==> config.mk <==
export PLATFORM = sky130hd
export DESIGN_NAME = splitmix64_bounded_random
export DESIGN_NICKNAME = d
export VERILOG_FILES = /design/src/sv/smbr_pkg.sv /design/src/sv/smbr_mul.sv /design/src/sv/smbr_rem.sv /design/src/sv/splitmix64_bounded_random.sv
export SDC_FILE = /design/constraint.sdc
export NUM_CORES = 2
export LEC_CHECK = 0
export ABC_CLOCK_PERIOD_IN_PS = 8100
export BUFFER_PORTS_ARGS = -buffer_cell sky130_fd_sc_hd__buf_4
export CORE_MARGIN = 5
export CORE_UTILIZATION = 60
export CTS_CLUSTER_DIAMETER = 40
export DETAILED_ROUTE_END_ITERATION = 6
export PLACE_DENSITY = 0.8
export SYNTH_ARGS = -nofsm -noshare
export SYNTH_HDL_FRONTEND = slang
export SYNTH_SLANG_ARGS = --single-unit
==> constraint.sdc <==
create_clock -name i_clk -period 8.1 [get_ports i_clk]
set_input_delay 0.81 -clock i_clk [delete_from_list [all_inputs] [get_ports i_clk]]
set_output_delay 0.81 -clock i_clk [all_outputs]
set_load 0.1 [all_outputs]
==> src/sv/smbr_pkg.sv <==
// ============================================================================
// smbr_pkg: shared types and constants for the bounded random generator
// Mixer constants, digit widths and step counts of the serial units, FSM codes.
// ============================================================================
package smbr_pkg;

    localparam int WORD_W        = 64;
    localparam int DIGIT_W       = 4;
    localparam int MUL_STEPS     = WORD_W / DIGIT_W;
    localparam int MUL_CNT_W     = $clog2(MUL_STEPS);
    localparam int DIV_STEPS     = WORD_W;
    localparam int DIV_CNT_W     = $clog2(DIV_STEPS);

    localparam logic [WORD_W-1:0] SEED_GAMMA = 64'h9e37_79b9_7f4a_7c15;
    localparam logic [WORD_W-1:0] MIX_MUL1   = 64'hbf58_476d_1ce4_e5b9;
    localparam logic [WORD_W-1:0] MIX_MUL2   = 64'h94d0_49bb_1331_11eb;
    localparam logic [WORD_W-1:0] WORD_ONES  = '1;

    localparam int MIX_SHIFT0    = 30;
    localparam int MIX_SHIFT1    = 27;
    localparam int MIX_SHIFT2    = 31;
    // uniform keeps the top 53 bits: fraction = value * 2^-53
    localparam int UNIFORM_SHIFT = 11;

    localparam logic OP_UNIFORM = 1'b0;
    localparam logic OP_BOUNDED = 1'b1;

    typedef enum logic [2:0] {
        S_IDLE,
        S_DRAW,
        S_MUL1,
        S_MUL2,
        S_DIV,
        S_CHK,
        S_DONE
    } t_state;

    typedef enum logic {
        MUL_SEL_1,
        MUL_SEL_2
    } t_mul_sel;

    // status of a serial unit
    typedef struct packed {
        logic busy;
        logic done;
    } t_unit_stat;

    // mixer constant times one digit, low word
    function automatic logic [WORD_W-1:0] digit_multiple(t_mul_sel sel,
                                                         logic [DIGIT_W-1:0] d);
        logic [WORD_W-1:0] c;
        unique case (sel)
            MUL_SEL_1: c = MIX_MUL1;
            MUL_SEL_2: c = MIX_MUL2;
            default:   c = MIX_MUL1;
        endcase
        return c * {{(WORD_W-DIGIT_W){1'b0}}, d};
    endfunction

endpackage

==> src/sv/smbr_mul.sv <==
// ============================================================================
// smbr_mul: digit-serial multiply by a mixer constant
// Horner form, most significant digit first, low 64 bits of the product.
// ============================================================================
module smbr_mul (
    input  logic                         i_clk,
    input  logic                         i_rst_n,
    input  logic                         i_start,
    input  smbr_pkg::t_mul_sel           i_sel,
    input  logic [smbr_pkg::WORD_W-1:0]  i_operand,
    output smbr_pkg::t_unit_stat         o_stat,
    output logic [smbr_pkg::WORD_W-1:0]  o_product
);

    logic [smbr_pkg::WORD_W-1:0]    r_operand;
    logic [smbr_pkg::WORD_W-1:0]    r_acc;
    smbr_pkg::t_mul_sel             r_sel;
    logic [smbr_pkg::MUL_CNT_W-1:0] r_cnt;
    logic                           r_busy;
    logic                           r_done;

    always_ff @(posedge i_clk) begin
        if (!i_rst_n) begin
            r_busy <= 1'b0;
            r_done <= 1'b0;
            r_cnt  <= '0;
        end else begin
            r_done <= 1'b0;
            if (i_start) begin
                r_busy <= 1'b1;
                r_cnt  <= '0;
            end else if (r_busy) begin
                r_cnt <= r_cnt + 1'b1;
                if (r_cnt == smbr_pkg::MUL_CNT_W'(smbr_pkg::MUL_STEPS - 1)) begin
                    r_busy <= 1'b0;
                    r_done <= 1'b1;
                end
            end
        end
    end

    always_ff @(posedge i_clk) begin
        if (i_start) begin
            r_operand <= i_operand;
            r_sel     <= i_sel;
            r_acc     <= '0;
        end else if (r_busy) begin
            r_acc <= {r_acc[smbr_pkg::WORD_W-smbr_pkg::DIGIT_W-1:0],
                      {smbr_pkg::DIGIT_W{1'b0}}}
                   + smbr_pkg::digit_multiple(
                         r_sel,
                         r_operand[smbr_pkg::WORD_W-1 -: smbr_pkg::DIGIT_W]);
            r_operand <= r_operand << smbr_pkg::DIGIT_W;
        end
    end

    assign o_stat.busy = r_busy;
    assign o_stat.done = r_done;
    assign o_product   = r_acc;

endmodule

==> src/sv/smbr_rem.sv <==
// ============================================================================
// smbr_rem: bit-serial remainder unit
// Restoring division, one dividend bit per cycle, remainder only.
// ============================================================================
module smbr_rem (
    input  logic                         i_clk,
    input  logic                         i_rst_n,
    input  logic                         i_start,
    input  logic [smbr_pkg::WORD_W-1:0]  i_dividend,
    input  logic [smbr_pkg::WORD_W-1:0]  i_divisor,
    output smbr_pkg::t_unit_stat         o_stat,
    output logic [smbr_pkg::WORD_W-1:0]  o_rem
);

    logic [smbr_pkg::WORD_W-1:0]    r_dividend;
    logic [smbr_pkg::WORD_W-1:0]    r_divisor;
    logic [smbr_pkg::WORD_W-1:0]    r_rem;
    logic [smbr_pkg::DIV_CNT_W-1:0] r_cnt;
    logic                           r_busy;
    logic                           r_done;

    logic [smbr_pkg::WORD_W:0] trial;
    logic [smbr_pkg::WORD_W:0] diff;
    logic                      fits;

    assign trial = {r_rem, r_dividend[smbr_pkg::WORD_W-1]};
    assign diff  = trial - {1'b0, r_divisor};
    assign fits  = (trial >= {1'b0, r_divisor});

    always_ff @(posedge i_clk) begin
        if (!i_rst_n) begin
            r_busy <= 1'b0;
            r_done <= 1'b0;
            r_cnt  <= '0;
        end else begin
            r_done <= 1'b0;
            if (i_start) begin
                r_busy <= 1'b1;
                r_cnt  <= '0;
            end else if (r_busy) begin
                r_cnt <= r_cnt + 1'b1;
                if (r_cnt == smbr_pkg::DIV_CNT_W'(smbr_pkg::DIV_STEPS - 1)) begin
                    r_busy <= 1'b0;
                    r_done <= 1'b1;
                end
            end
        end
    end

    always_ff @(posedge i_clk) begin
        if (i_start) begin
            r_dividend <= i_dividend;
            r_divisor  <= i_divisor;
            r_rem      <= '0;
        end else if (r_busy) begin
            r_dividend <= r_dividend << 1;
            r_rem      <= fits ? diff[smbr_pkg::WORD_W-1:0]
                               : trial[smbr_pkg::WORD_W-1:0];
        end
    end

    assign o_stat.busy = r_busy;
    assign o_stat.done = r_done;
    assign o_rem       = r_rem;

endmodule

==> src/sv/splitmix64_bounded_random.sv <==
// ============================================================================
// splitmix64_bounded_random: SplitMix64 generator with bounded draws
// Uniform 53-bit fractions and rejection-sampled integers in [low, high].
// ============================================================================
// Usage:
//   Request channel (i_in_valid / o_in_stall) carries opcode, range_low and
//   range_high. Result channel (o_out_valid / i_out_stall) carries one
//   result_value per request. One request is in flight at a time.
//   i_cfg_we / i_cfg_wdata load the running seed; write only while idle.
// Path from request accept to result valid:
//   uniform                 gamma add, then two digit-serial mixer muls
//   bounded, empty/reversed straight to the result, seed untouched
//   bounded, full 64-bit    as uniform, no remainder
//   bounded, general        draw, remainder, check; redrawn on reject
//   The bit-serial remainder is the long step of the bounded path; the 4-bit
//   digit multiplier serves both mixer multiplies.
// Request pacing: next request accepted the cycle after the result moves into
// the output register; none is accepted while a request is in flight.
// Reset: synchronous, active low; clears the running seed to zero and
// empties the output register.
// Stall: a finished result sits in the output register while the receiver
// stalls; the next request may still be processed, and its result waits
// inside until the output register frees.
// ============================================================================
module splitmix64_bounded_random (
    input  logic                         i_clk,
    input  logic                         i_rst_n,
    input  logic                         i_cfg_we,
    input  logic [smbr_pkg::WORD_W-1:0]  i_cfg_wdata,
    input  logic                         i_in_valid,
    output logic                         o_in_stall,
    input  logic                         i_opcode,
    input  logic [smbr_pkg::WORD_W-1:0]  i_range_low,
    input  logic [smbr_pkg::WORD_W-1:0]  i_range_high,
    output logic                         o_out_valid,
    input  logic                         i_out_stall,
    output logic [smbr_pkg::WORD_W-1:0]  o_result_value
);

    smbr_pkg::t_state            r_state, n_state;
    logic [smbr_pkg::WORD_W-1:0] r_seed;
    logic                        r_op;
    logic                        r_full;
    logic [smbr_pkg::WORD_W-1:0] r_lo;
    logic [smbr_pkg::WORD_W-1:0] r_span;
    logic [smbr_pkg::WORD_W-1:0] r_z;       // draw, block base, then result
    logic [smbr_pkg::WORD_W-1:0] r_out;
    logic                        r_out_valid;

    logic                        in_accept;
    logic                        out_take;
    logic                        out_free;
    logic [smbr_pkg::WORD_W-1:0] seed_adv;
    logic [smbr_pkg::WORD_W-1:0] mix0;
    logic [smbr_pkg::WORD_W-1:0] mix1;
    logic [smbr_pkg::WORD_W-1:0] mix2;
    logic [smbr_pkg::WORD_W-1:0] span_in;
    logic                        empty_in;
    logic                        full_in;
    logic [smbr_pkg::WORD_W:0]   chk_sum;
    logic                        reject;

    logic                        mul_start;
    smbr_pkg::t_mul_sel          mul_sel;
    logic [smbr_pkg::WORD_W-1:0] mul_operand;
    smbr_pkg::t_unit_stat        mul_stat;
    logic [smbr_pkg::WORD_W-1:0] mul_product;
    logic                        div_start;
    smbr_pkg::t_unit_stat        div_stat;
    logic [smbr_pkg::WORD_W-1:0] div_rem;

    assign in_accept = i_in_valid && !o_in_stall;
    assign out_take  = r_out_valid && !i_out_stall;
    assign out_free  = !r_out_valid || !i_out_stall;

    assign seed_adv = r_seed + smbr_pkg::SEED_GAMMA;
    assign mix0     = seed_adv ^ (seed_adv >> smbr_pkg::MIX_SHIFT0);
    assign mix1     = mul_product ^ (mul_product >> smbr_pkg::MIX_SHIFT1);
    assign mix2     = mul_product ^ (mul_product >> smbr_pkg::MIX_SHIFT2);

    assign span_in  = i_range_high - i_range_low + 64'd1;
    assign empty_in = (i_range_high <= i_range_low);
    assign full_in  = (i_range_low == '0) && (i_range_high == smbr_pkg::WORD_ONES);

    // Reject iff the span-sized block holding x reaches 2^64-1, i.e. the
    // block base (x - x mod span) plus span carries out. Same test as
    // x >= 2^64-1 - ((2^64-1) mod span).
    assign chk_sum = {1'b0, r_z} + {1'b0, r_span};
    assign reject  = chk_sum[smbr_pkg::WORD_W];

    smbr_mul u_mul (
        .i_clk     (i_clk),
        .i_rst_n   (i_rst_n),
        .i_start   (mul_start),
        .i_sel     (mul_sel),
        .i_operand (mul_operand),
        .o_stat    (mul_stat),
        .o_product (mul_product)
    );

    smbr_rem u_rem (
        .i_clk      (i_clk),
        .i_rst_n    (i_rst_n),
        .i_start    (div_start),
        .i_dividend (mix2),
        .i_divisor  (r_span),
        .o_stat     (div_stat),
        .o_rem      (div_rem)
    );

    always_ff @(posedge i_clk) begin
        if (!i_rst_n) begin
            r_state <= smbr_pkg::S_IDLE;
        end else begin
            r_state <= n_state;
        end
    end

    always_comb begin
        n_state     = r_state;
        mul_start   = 1'b0;
        mul_sel     = smbr_pkg::MUL_SEL_1;
        mul_operand = mix0;
        div_start   = 1'b0;
        unique case (r_state)
            smbr_pkg::S_IDLE: begin
                if (in_accept) begin
                    if (i_opcode == smbr_pkg::OP_BOUNDED && empty_in) begin
                        n_state = smbr_pkg::S_DONE;
                    end else begin
                        n_state = smbr_pkg::S_DRAW;
                    end
                end
            end
            smbr_pkg::S_DRAW: begin
                mul_start = 1'b1;
                n_state   = smbr_pkg::S_MUL1;
            end
            smbr_pkg::S_MUL1: begin
                if (mul_stat.done) begin
                    mul_start   = 1'b1;
                    mul_sel     = smbr_pkg::MUL_SEL_2;
                    mul_operand = mix1;
                    n_state     = smbr_pkg::S_MUL2;
                end
            end
            smbr_pkg::S_MUL2: begin
                if (mul_stat.done) begin
                    if (r_op == smbr_pkg::OP_UNIFORM || r_full) begin
                        n_state = smbr_pkg::S_DONE;
                    end else begin
                        div_start = 1'b1;
                        n_state   = smbr_pkg::S_DIV;
                    end
                end
            end
            smbr_pkg::S_DIV: begin
                if (div_stat.done) begin
                    n_state = smbr_pkg::S_CHK;
                end
            end
            smbr_pkg::S_CHK: begin
                n_state = reject ? smbr_pkg::S_DRAW : smbr_pkg::S_DONE;
            end
            smbr_pkg::S_DONE: begin
                if (out_free) begin
                    n_state = smbr_pkg::S_IDLE;
                end
            end
            default: begin
                n_state = smbr_pkg::S_IDLE;
            end
        endcase
    end

    // running seed: config write reloads, each draw advances by gamma
    always_ff @(posedge i_clk) begin
        if (!i_rst_n) begin
            r_seed <= '0;
        end else if (i_cfg_we) begin
            r_seed <= i_cfg_wdata;
        end else if (r_state == smbr_pkg::S_DRAW) begin
            r_seed <= seed_adv;
        end
    end

    // request fields and working value
    always_ff @(posedge i_clk) begin
        if (r_state == smbr_pkg::S_IDLE && in_accept) begin
            r_op   <= i_opcode;
            r_lo   <= i_range_low;
            r_span <= span_in;
            r_full <= full_in;
            r_z    <= i_range_low;      // result for empty bounds
        end else if (r_state == smbr_pkg::S_MUL2 && mul_stat.done) begin
            if (r_op == smbr_pkg::OP_UNIFORM) begin
                r_z <= {{smbr_pkg::UNIFORM_SHIFT{1'b0}},
                        mix2[smbr_pkg::WORD_W-1:smbr_pkg::UNIFORM_SHIFT]};
            end else begin
                r_z <= mix2;
            end
        end else if (r_state == smbr_pkg::S_DIV && div_stat.done) begin
            r_z <= r_z - div_rem;
        end else if (r_state == smbr_pkg::S_CHK && !reject) begin
            r_z <= r_lo + div_rem;
        end
    end

    // output register
    always_ff @(posedge i_clk) begin
        if (!i_rst_n) begin
            r_out_valid <= 1'b0;
        end else if (r_state == smbr_pkg::S_DONE && out_free) begin
            r_out_valid <= 1'b1;
        end else if (out_take) begin
            r_out_valid <= 1'b0;
        end
    end

    always_ff @(posedge i_clk) begin
        if (r_state == smbr_pkg::S_DONE && out_free) begin
            r_out <= r_z;
        end
    end

    assign o_in_stall     = (r_state != smbr_pkg::S_IDLE);
    assign o_out_valid    = r_out_valid;
    assign o_result_value = r_out;

    // ------------------------------------------------------------------
    // checks
    // ------------------------------------------------------------------
    a_units_exclusive: assert property (@(posedge i_clk) disable iff (!i_rst_n)
        !(mul_stat.busy && div_stat.busy))
        else $error("multiplier and remainder unit busy together");

    a_rem_below_span: assert property (@(posedge i_clk) disable iff (!i_rst_n)
        (r_state == smbr_pkg::S_CHK) |-> (div_rem < r_span))
        else $error("remainder not below span");

    a_uniform_top_zero: assert property (@(posedge i_clk) disable iff (!i_rst_n)
        (r_state == smbr_pkg::S_DONE && r_op == smbr_pkg::OP_UNIFORM)
        |-> (r_z[smbr_pkg::WORD_W-1 -: smbr_pkg::UNIFORM_SHIFT] == '0))
        else $error("uniform result has upper bits set");

    a_seed_hold: assert property (@(posedge i_clk) disable iff (!i_rst_n)
        (r_state != smbr_pkg::S_DRAW && !i_cfg_we) |=> $stable(r_seed))
        else $error("seed changed outside a draw or config write");

    a_busy_after_accept: assert property (@(posedge i_clk) disable iff (!i_rst_n)
        in_accept |=> o_in_stall)
        else $error("request channel open right after accept");

endmodule

## Word-level counts from Yosys, hierarchy flattened

Cells that the tools add are included.

| word-level totals | value |
|---|---|
| register bits | 661 |
| bits of input ports | 198 |
| output and inout port bits | 66 |

| operators by class | value |
|---|---|
| eq/ne operators | 14 |
| muxes and demuxes | 41 |
| reductions and logical operators | 28 |
| bitwise operators | 8 |
| magnitude comparators | 2 |
| multipliers | 1 |
| add/sub/neg operators | 10 |

Operator list:

| operator | number |
|---|---|
| $mux 64 | 16 |
| $sub 64x64->64 | 3 |
| $add 64x64->64 | 2 |
| $pmux 64 s2 | 1 |
| $add 64x64->65 | 1 |
| $ge 65x64->1 | 1 |
| $add 64x1->64 const B | 1 |
| $add 64x64->64 const B | 1 |
| $eq 64x64->1 const B | 1 |
| $le 64x64->1 | 1 |
| $logic_not 64->1 | 1 |
| $mul 64x4->64 | 1 |
| $xor 64x33->64 | 1 |
| $xor 64x34->64 | 1 |
| $xor 64x37->64 | 1 |
| $mux 3 | 7 |
| $pmux 3 s7 | 1 |
| $mux 1 | 14 |
| $eq 3x3->1 const B | 3 |
| $logic_and 1x1->1 | 9 |
| $reduce_bool 2->1 | 4 |
| $add 6x1->6 const B | 1 |
| $eq 3x2->1 const B | 2 |
| $eq 6x6->1 const B | 1 |
| 16 further kinds | 29 |

## Longest topological paths before layout

| depth | value |
|---|---|
| word-level depth | 7 |
| gate-level depth with buffers | 26 |

## Hierarchy

From an unflattened synthesis, not the netlist that was laid out.

| unflattened totals | value |
|---|---|
| cell total of the unflattened synthesis | 6178 |
| area, all modules | 55036.5 sq um |

Modules (own cells, without submodules):

| module | sequential area each (sq um) | instances | cells each | area an instance (sq um) |
|---|---|---|---|---|
| splitmix64_bounded_random | 9108.7 | 1 | 3697 | 31515.2 |
| smbr_rem | 5285.1 | 1 | 1229 | 11802.6 |
| smbr_mul | 3353.2 | 1 | 1252 | 11718.7 |

## Least setup slack after synthesis

No wires, ideal clock.

| timing | value |
|---|---|
| path kind | input to register |
| from | in i_in_valid |
| to | reg r_z[50] (netlist name), data pin |
| stages | 5 |
| data required time | 7.645 ns |
| data arrival time | 5.504 ns |
| setup slack | 2.140 ns |
| path through | nand2_1 inv_1 clkbuf_1 clkbuf_1 a221oi_1 |

| between the ends | value |
|---|---|
| cells in the longest elaborated chain, start to end | 3 |

RTL lines:

| item | line | source |
|---|---|---|
| start: declaration | splitmix64_bounded_random.sv:30 | `input logic i_in_valid,` |
| $logic_and 1x1->1 | splitmix64_bounded_random.sv:72 | `assign in_accept = i_in_valid && !o_in_stall;` |
| $logic_and 1x1->1 | splitmix64_bounded_random.sv:189 | `if (r_state == smbr_pkg::S_IDLE && in_accept) begin` |
| $mux 64 | splitmix64_bounded_random.sv:189 |  |
| end signal: assignment | splitmix64_bounded_random.sv:194 | `r_z <= i_range_low;` |
| end signal: assignment | splitmix64_bounded_random.sv:197 | `r_z <= {{smbr_pkg::UNIFORM_SHIFT{1'b0}},` |
| end signal: assignment | splitmix64_bounded_random.sv:200 | `r_z <= mix2;` |
| end: declaration | splitmix64_bounded_random.sv:46 | `logic [smbr_pkg::WORD_W-1:0] r_z;` |

Every way passes these cells.
A chain may end at the register's enable or synchronous reset.

## Final worst setup path

| timing | value |
|---|---|
| from | reg u_mul.r_operand[63] (netlist name) |
| to | reg u_mul.r_acc, in the netlist u_mul.o_product[63] |

| between the ends | value |
|---|---|
| cells in the longest elaborated chain, start to end | 2 |

RTL lines:

| item | line | source |
|---|---|---|
| start: declaration | smbr_mul.sv:15 | `logic [smbr_pkg::WORD_W-1:0] r_operand;` |
| start signal: assignment | smbr_mul.sv:44 | `r_operand <= i_operand;` |
| start signal: assignment | smbr_mul.sv:53 | `r_operand <= r_operand << smbr_pkg::DIGIT_W;` |
| $mul 64x4->64 | smbr_pkg.sv:58 | `return c * {{(WORD_W-DIGIT_W){1'b0}}, d};` |
| $add 64x64->64 | smbr_mul.sv:50 | `+ smbr_pkg::digit_multiple(` |
| end signal: assignment | smbr_mul.sv:48 | `r_acc <= {r_acc[smbr_pkg::WORD_W-smbr_pkg::DIGIT_W-1:0],` |
| end: declaration | smbr_mul.sv:16 | `logic [smbr_pkg::WORD_W-1:0] r_acc;` |

Every way passes these cells.

==> key figures <==
Die
  – Core region area: 0.0884 mm^2
  – Initial core utilization: 60.3%
  – Die width: 308 um
  – Die area: 0.0950 mm^2
  – I/O Pins: 264
  – Core Rows: 109
  – Die Y: 308 um

Setup path
  – WP data required: 8.64 ns
  – Crit path buf inv count: 2
  – CP Launch Type: register
  – WP depth: 20
  – Max stage delay on crit path: 0.83 ns
  – Cell Chain, Critical Path: nand2b_1 > xnor2_1 > ha_1 > inv_1 > fa_1 > inv_1 > fa_1 > ha_1 > o21a_1 > a21o_1 > o21ai_1 > a211oi_1 > a21oi_1 > a21bo_2 > o41ai_1 > o21ai_1 > a31oi_1 > a41o_1 > xnor2_1 > o21ai_0
  – Setup crit end kind: register
  – WP data arrival: 7.17 ns
  – Critical path peak fanout: 18
  – Slowest stage cell, crit path: edfxtp_1
  – Delay-heaviest family, CP: compound AO/OA/AOI/OAI gates
  – Worst r2r path cells: 20
  – Crit path kind: register to register

Min path
  – HP Class: input pin to register
  – Hold Path Depth: 1

Finish
  – Layout area overhead: 12.2%
  – Fill count: 7239
  – Post-route insts no fill: 7463
  – Share of cells above drive strength 1: 9.43%
  – Final net count: 6997
  – Fin util: 67.7%
  – Post-route cell area: 0.0599 mm^2

Place
  – RePlAce Congestion: 1.06
  – Post-placement cell count: 7248
  – Port Buf Inserts: 263
  – Placed wire-length estimate: 151 mm
  – Pre-CTS setup slack: 1.64 ns
  – Instance area at placement: 0.0560 mm^2

Yosys
  – Synth Warn #: 0
  – Post-synthesis cell area: 0.0533 mm^2
  – Unique masters post-synth: 107
  – Sequential area share after synthesis: 33.3%
  – Top-area cell type share of the netlist area: 25.4%
  – Post-synthesis cell count: 6064
  – Async set or reset register ratio after synthesis: 0%
  – EDFF count, synth: 451
  – Largest cells by area after synthesis: edfxtp_1 25%, ha_1 11%, dfxtp_1 7.9%
  – Synthesized flop and latch total: 661
  – Commonest register cell after synthesis: edfxtp_1
  – Cell accounting for the most synthesized area: edfxtp_1
  – Syn_area_per_cell: 8.80 um^2

Global route
  – Vias in the first global route: 45100
  – First-pass GRT wire length: 283 mm
  – Pin count of the biggest net entering global routing: 108
  – Tot GR Track Use: 39.3%
  – Congestion Overflow GR: 0
  – Initial antenna violation count: 7

CTS
  – Sink Count: 661
  – Clk slew on worst S/H paths: 0.06 ns
  – Post-CTS setup-driven buffer insertion count: 0
  – H-tree depth: 3
  – Clock buffer depth: 3
  – Post-CTS sizing: 0
  – Root Driver: clkbuf_16
  – Num CTS Buffers: 111
  – CTS tree: yes
  – Latest clock arrival within the worst-skew pair: 0.70 ns
  – Hold_buf cts: 0

STA
  – Fmax: 151 MHz
  – Slew @ Worst Pin: 1.15 ns
  – Final Slew Violations: 0
  – Fin Clk Skew: 0.0284 ns
  – Slew headroom: 23.1%
  – Setup TNS: 0 ns
  – Post-route minimum period: 6.63 ns
  – RSZ-0062 raised after global routing: no
  – Final period util: 81.9%
  – Final Hold Viols: 0
  – Setup Viol. Count Final: 0
  – Post-route worst setup slack: 1.47 ns

Drt
  – Pre-antenna DRT Iters: 7
  – Vias per cell: 6.41
  – # DRC: 1
  – WL met3: 21.0 mm
  – Drt wl/cell: 25.8 um
  – Length of routed met2 wiring: 82.3 mm
  – Initial DRC Count: 6060
  – ANT nets after route: 0
  – Final WL: 192 mm
  – M1 WL: 75.6 mm
  – Via Count: 47800
  – Top Layer Used: met5

Power and ir drop
  – Worst VDD drop: 0.591 mV
  – Leakage power: 25.8 nW
  – Power density of the placed cells: 464 mW/mm^2

Status
  – Status: finished with violations
  – Failing checks: DRC

Job
  – MaxCap Viol Count: 0
[synth_stat cells (20+ instances only)]
| library cell | number |
|---|---|
| a21oi_1 | 547 |
| inv_1 | 535 |
| nand2_1 | 531 |
| ha_1 | 488 |
| nor2_1 | 475 |
| edfxtp_1 | 451 |
| o21ai_0 | 415 |
| xnor2_1 | 324 |
| clkbuf_1 | 238 |
| dfxtp_1 | 210 |
| xor2_1 | 201 |
| a21o_1 | 183 |
| fa_1 | 115 |
| nand4_1 | 103 |
| nand3_1 | 88 |
| a211oi_1 | 78 |
| o21bai_1 | 71 |
| nor2b_1 | 70 |
| mux2i_1 | 64 |
| nand2b_1 | 58 |
| a22oi_1 | 56 |
| a31oi_1 | 52 |
| nor3_1 | 50 |
| o211ai_1 | 48 |
| o22ai_1 | 45 |
| and3_1 | 41 |
| nor4_1 | 36 |
| o221ai_1 | 35 |
| or3_1 | 30 |
| o21a_1 | 28 |
| and2_1 | 25 |
| buf_1 | 25 |
| o21ai_1 | 22 |
| o31ai_1 | 20 |
[cells by family (layout without fill, tap and decap cells)]
| logic type | count (synthesis) | count (layout) | synth area share, % |
|---|---|---|---|
| compound gates | 1780 | 1780 | 21.0 |
| xor+xnor | 525 | 525 | 8.62 |
| fa+ha+maj | 603 | 603 | 15.8 |
| buf+inv | 831 | 1056 | 6.04 |
| flops | 661 | 661 | 33.3 |
| mux | 75 | 75 | 1.43 |
| other cells | 2 | 11 | 0.0141 |
| simple gates | 1587 | 1587 | 13.9 |
[placed cells by master (no fill, tap or decap), types with 22 or more instances in the layout]
| cell | count |
|---|---|
| nand4_1 | 103 |
| nor2b_1 | 70 |
| ha_1 | 488 |
| inv_1 | 530 |
| buf_4 | 310 |
| nor2_1 | 473 |
| a21oi_1 | 547 |
| fa_1 | 115 |
| nand2b_1 | 58 |
| xnor2_1 | 324 |
| nand3_1 | 88 |
| clkbuf_16 | 114 |
| o22ai_1 | 45 |
| a31oi_1 | 52 |
| a22oi_1 | 56 |
| and3_1 | 41 |
| and2_1 | 24 |
| nor3_1 | 50 |
| nand2_1 | 526 |
| o21a_1 | 28 |
| edfxtp_1 | 451 |
| a211oi_1 | 78 |
| o21ai_0 | 415 |
| o211ai_1 | 48 |
| o21ai_1 | 22 |
| or3_1 | 30 |
| dfxtp_1 | 208 |
| a21o_1 | 183 |
| o221ai_1 | 35 |
| xor2_1 | 201 |
| nor4_1 | 36 |
| o21bai_1 | 71 |
| mux2i_1 | 64 |
[metrics by stage]
step | power [mW] | hold WS, ns
after global placement | 22.2 | 0.485
after floorplan | 17.5 | 0.428
final | 27.7 | 0.300
after global routing | 29.5 | 0.274
after detailed placement | 22.3 | 0.489
after CTS | 27.3 | 0.262
[layout make-up]
cell class              count  area (um^2)  area share [%]
diodes                      7         17.5          0.0293
clock buffers             119         2880            4.81
clock inverters            89          971            1.62
inverters                 537         2020            3.38
multi-input cells        4574        32400            54.1
flip-flops and latches    661        17800            29.7
well taps                1165         1460            2.44
repair buffers            311         2350            3.92
[power by group]
part	internal [mW]	switching (mW)	total [mW]
clock network	2.97	1.90	4.86
logic	6.55	10.4	16.9
registers	4.73	1.22	5.94
total	14.2	13.5	27.7
[worst paths after layout]
| kind | to | start | slack, ns |
|---|---|---|---|
| worst min-delay path | r_lo[2]$_DFFE_PP_ | i_range_low[2] | 0.30 |
| worst max register to register | u_mul.o_product[63]$_SDFFE_PP0P_ | u_mul.r_operand[63]$_DFFE_PP_ | 1.47 |
| worst max-delay path | u_mul.o_product[63]$_SDFFE_PP0P_ | u_mul.r_operand[63]$_DFFE_PP_ | 1.47 |
| worst min register to register | u_mul.r_done$_SDFF_PP0_ | u_mul.r_cnt[3]$_SDFFE_PP0P_ | 0.51 |
[flip-flops by register name (all words and copies together) (netlist names)]
signal and cells:
u_mul.r_busy 1, u_mul.r_done 1, u_mul.r_sel 1, r_lo 64
r_seed 64, r_span 64, u_rem.r_done 1, r_full 1
r_op 1, r_z 64, u_rem.r_cnt 6, u_mul.r_operand 64
u_rem.r_busy 1, u_rem.r_divisor 64, r_state 3, o_out_valid 1
u_mul.r_cnt 4, u_rem.r_dividend 64, u_mul.o_product 64, o_result_value 64
u_rem.o_rem 64
[routing by layer]
layer	up-vias	track usage (%)
li1	22000	-
met1	22700	53.5
met2	2636	59.1
met3	490	7.73
met4	2	21.9
met5	-	0
(Power assumes the default switching activity.)
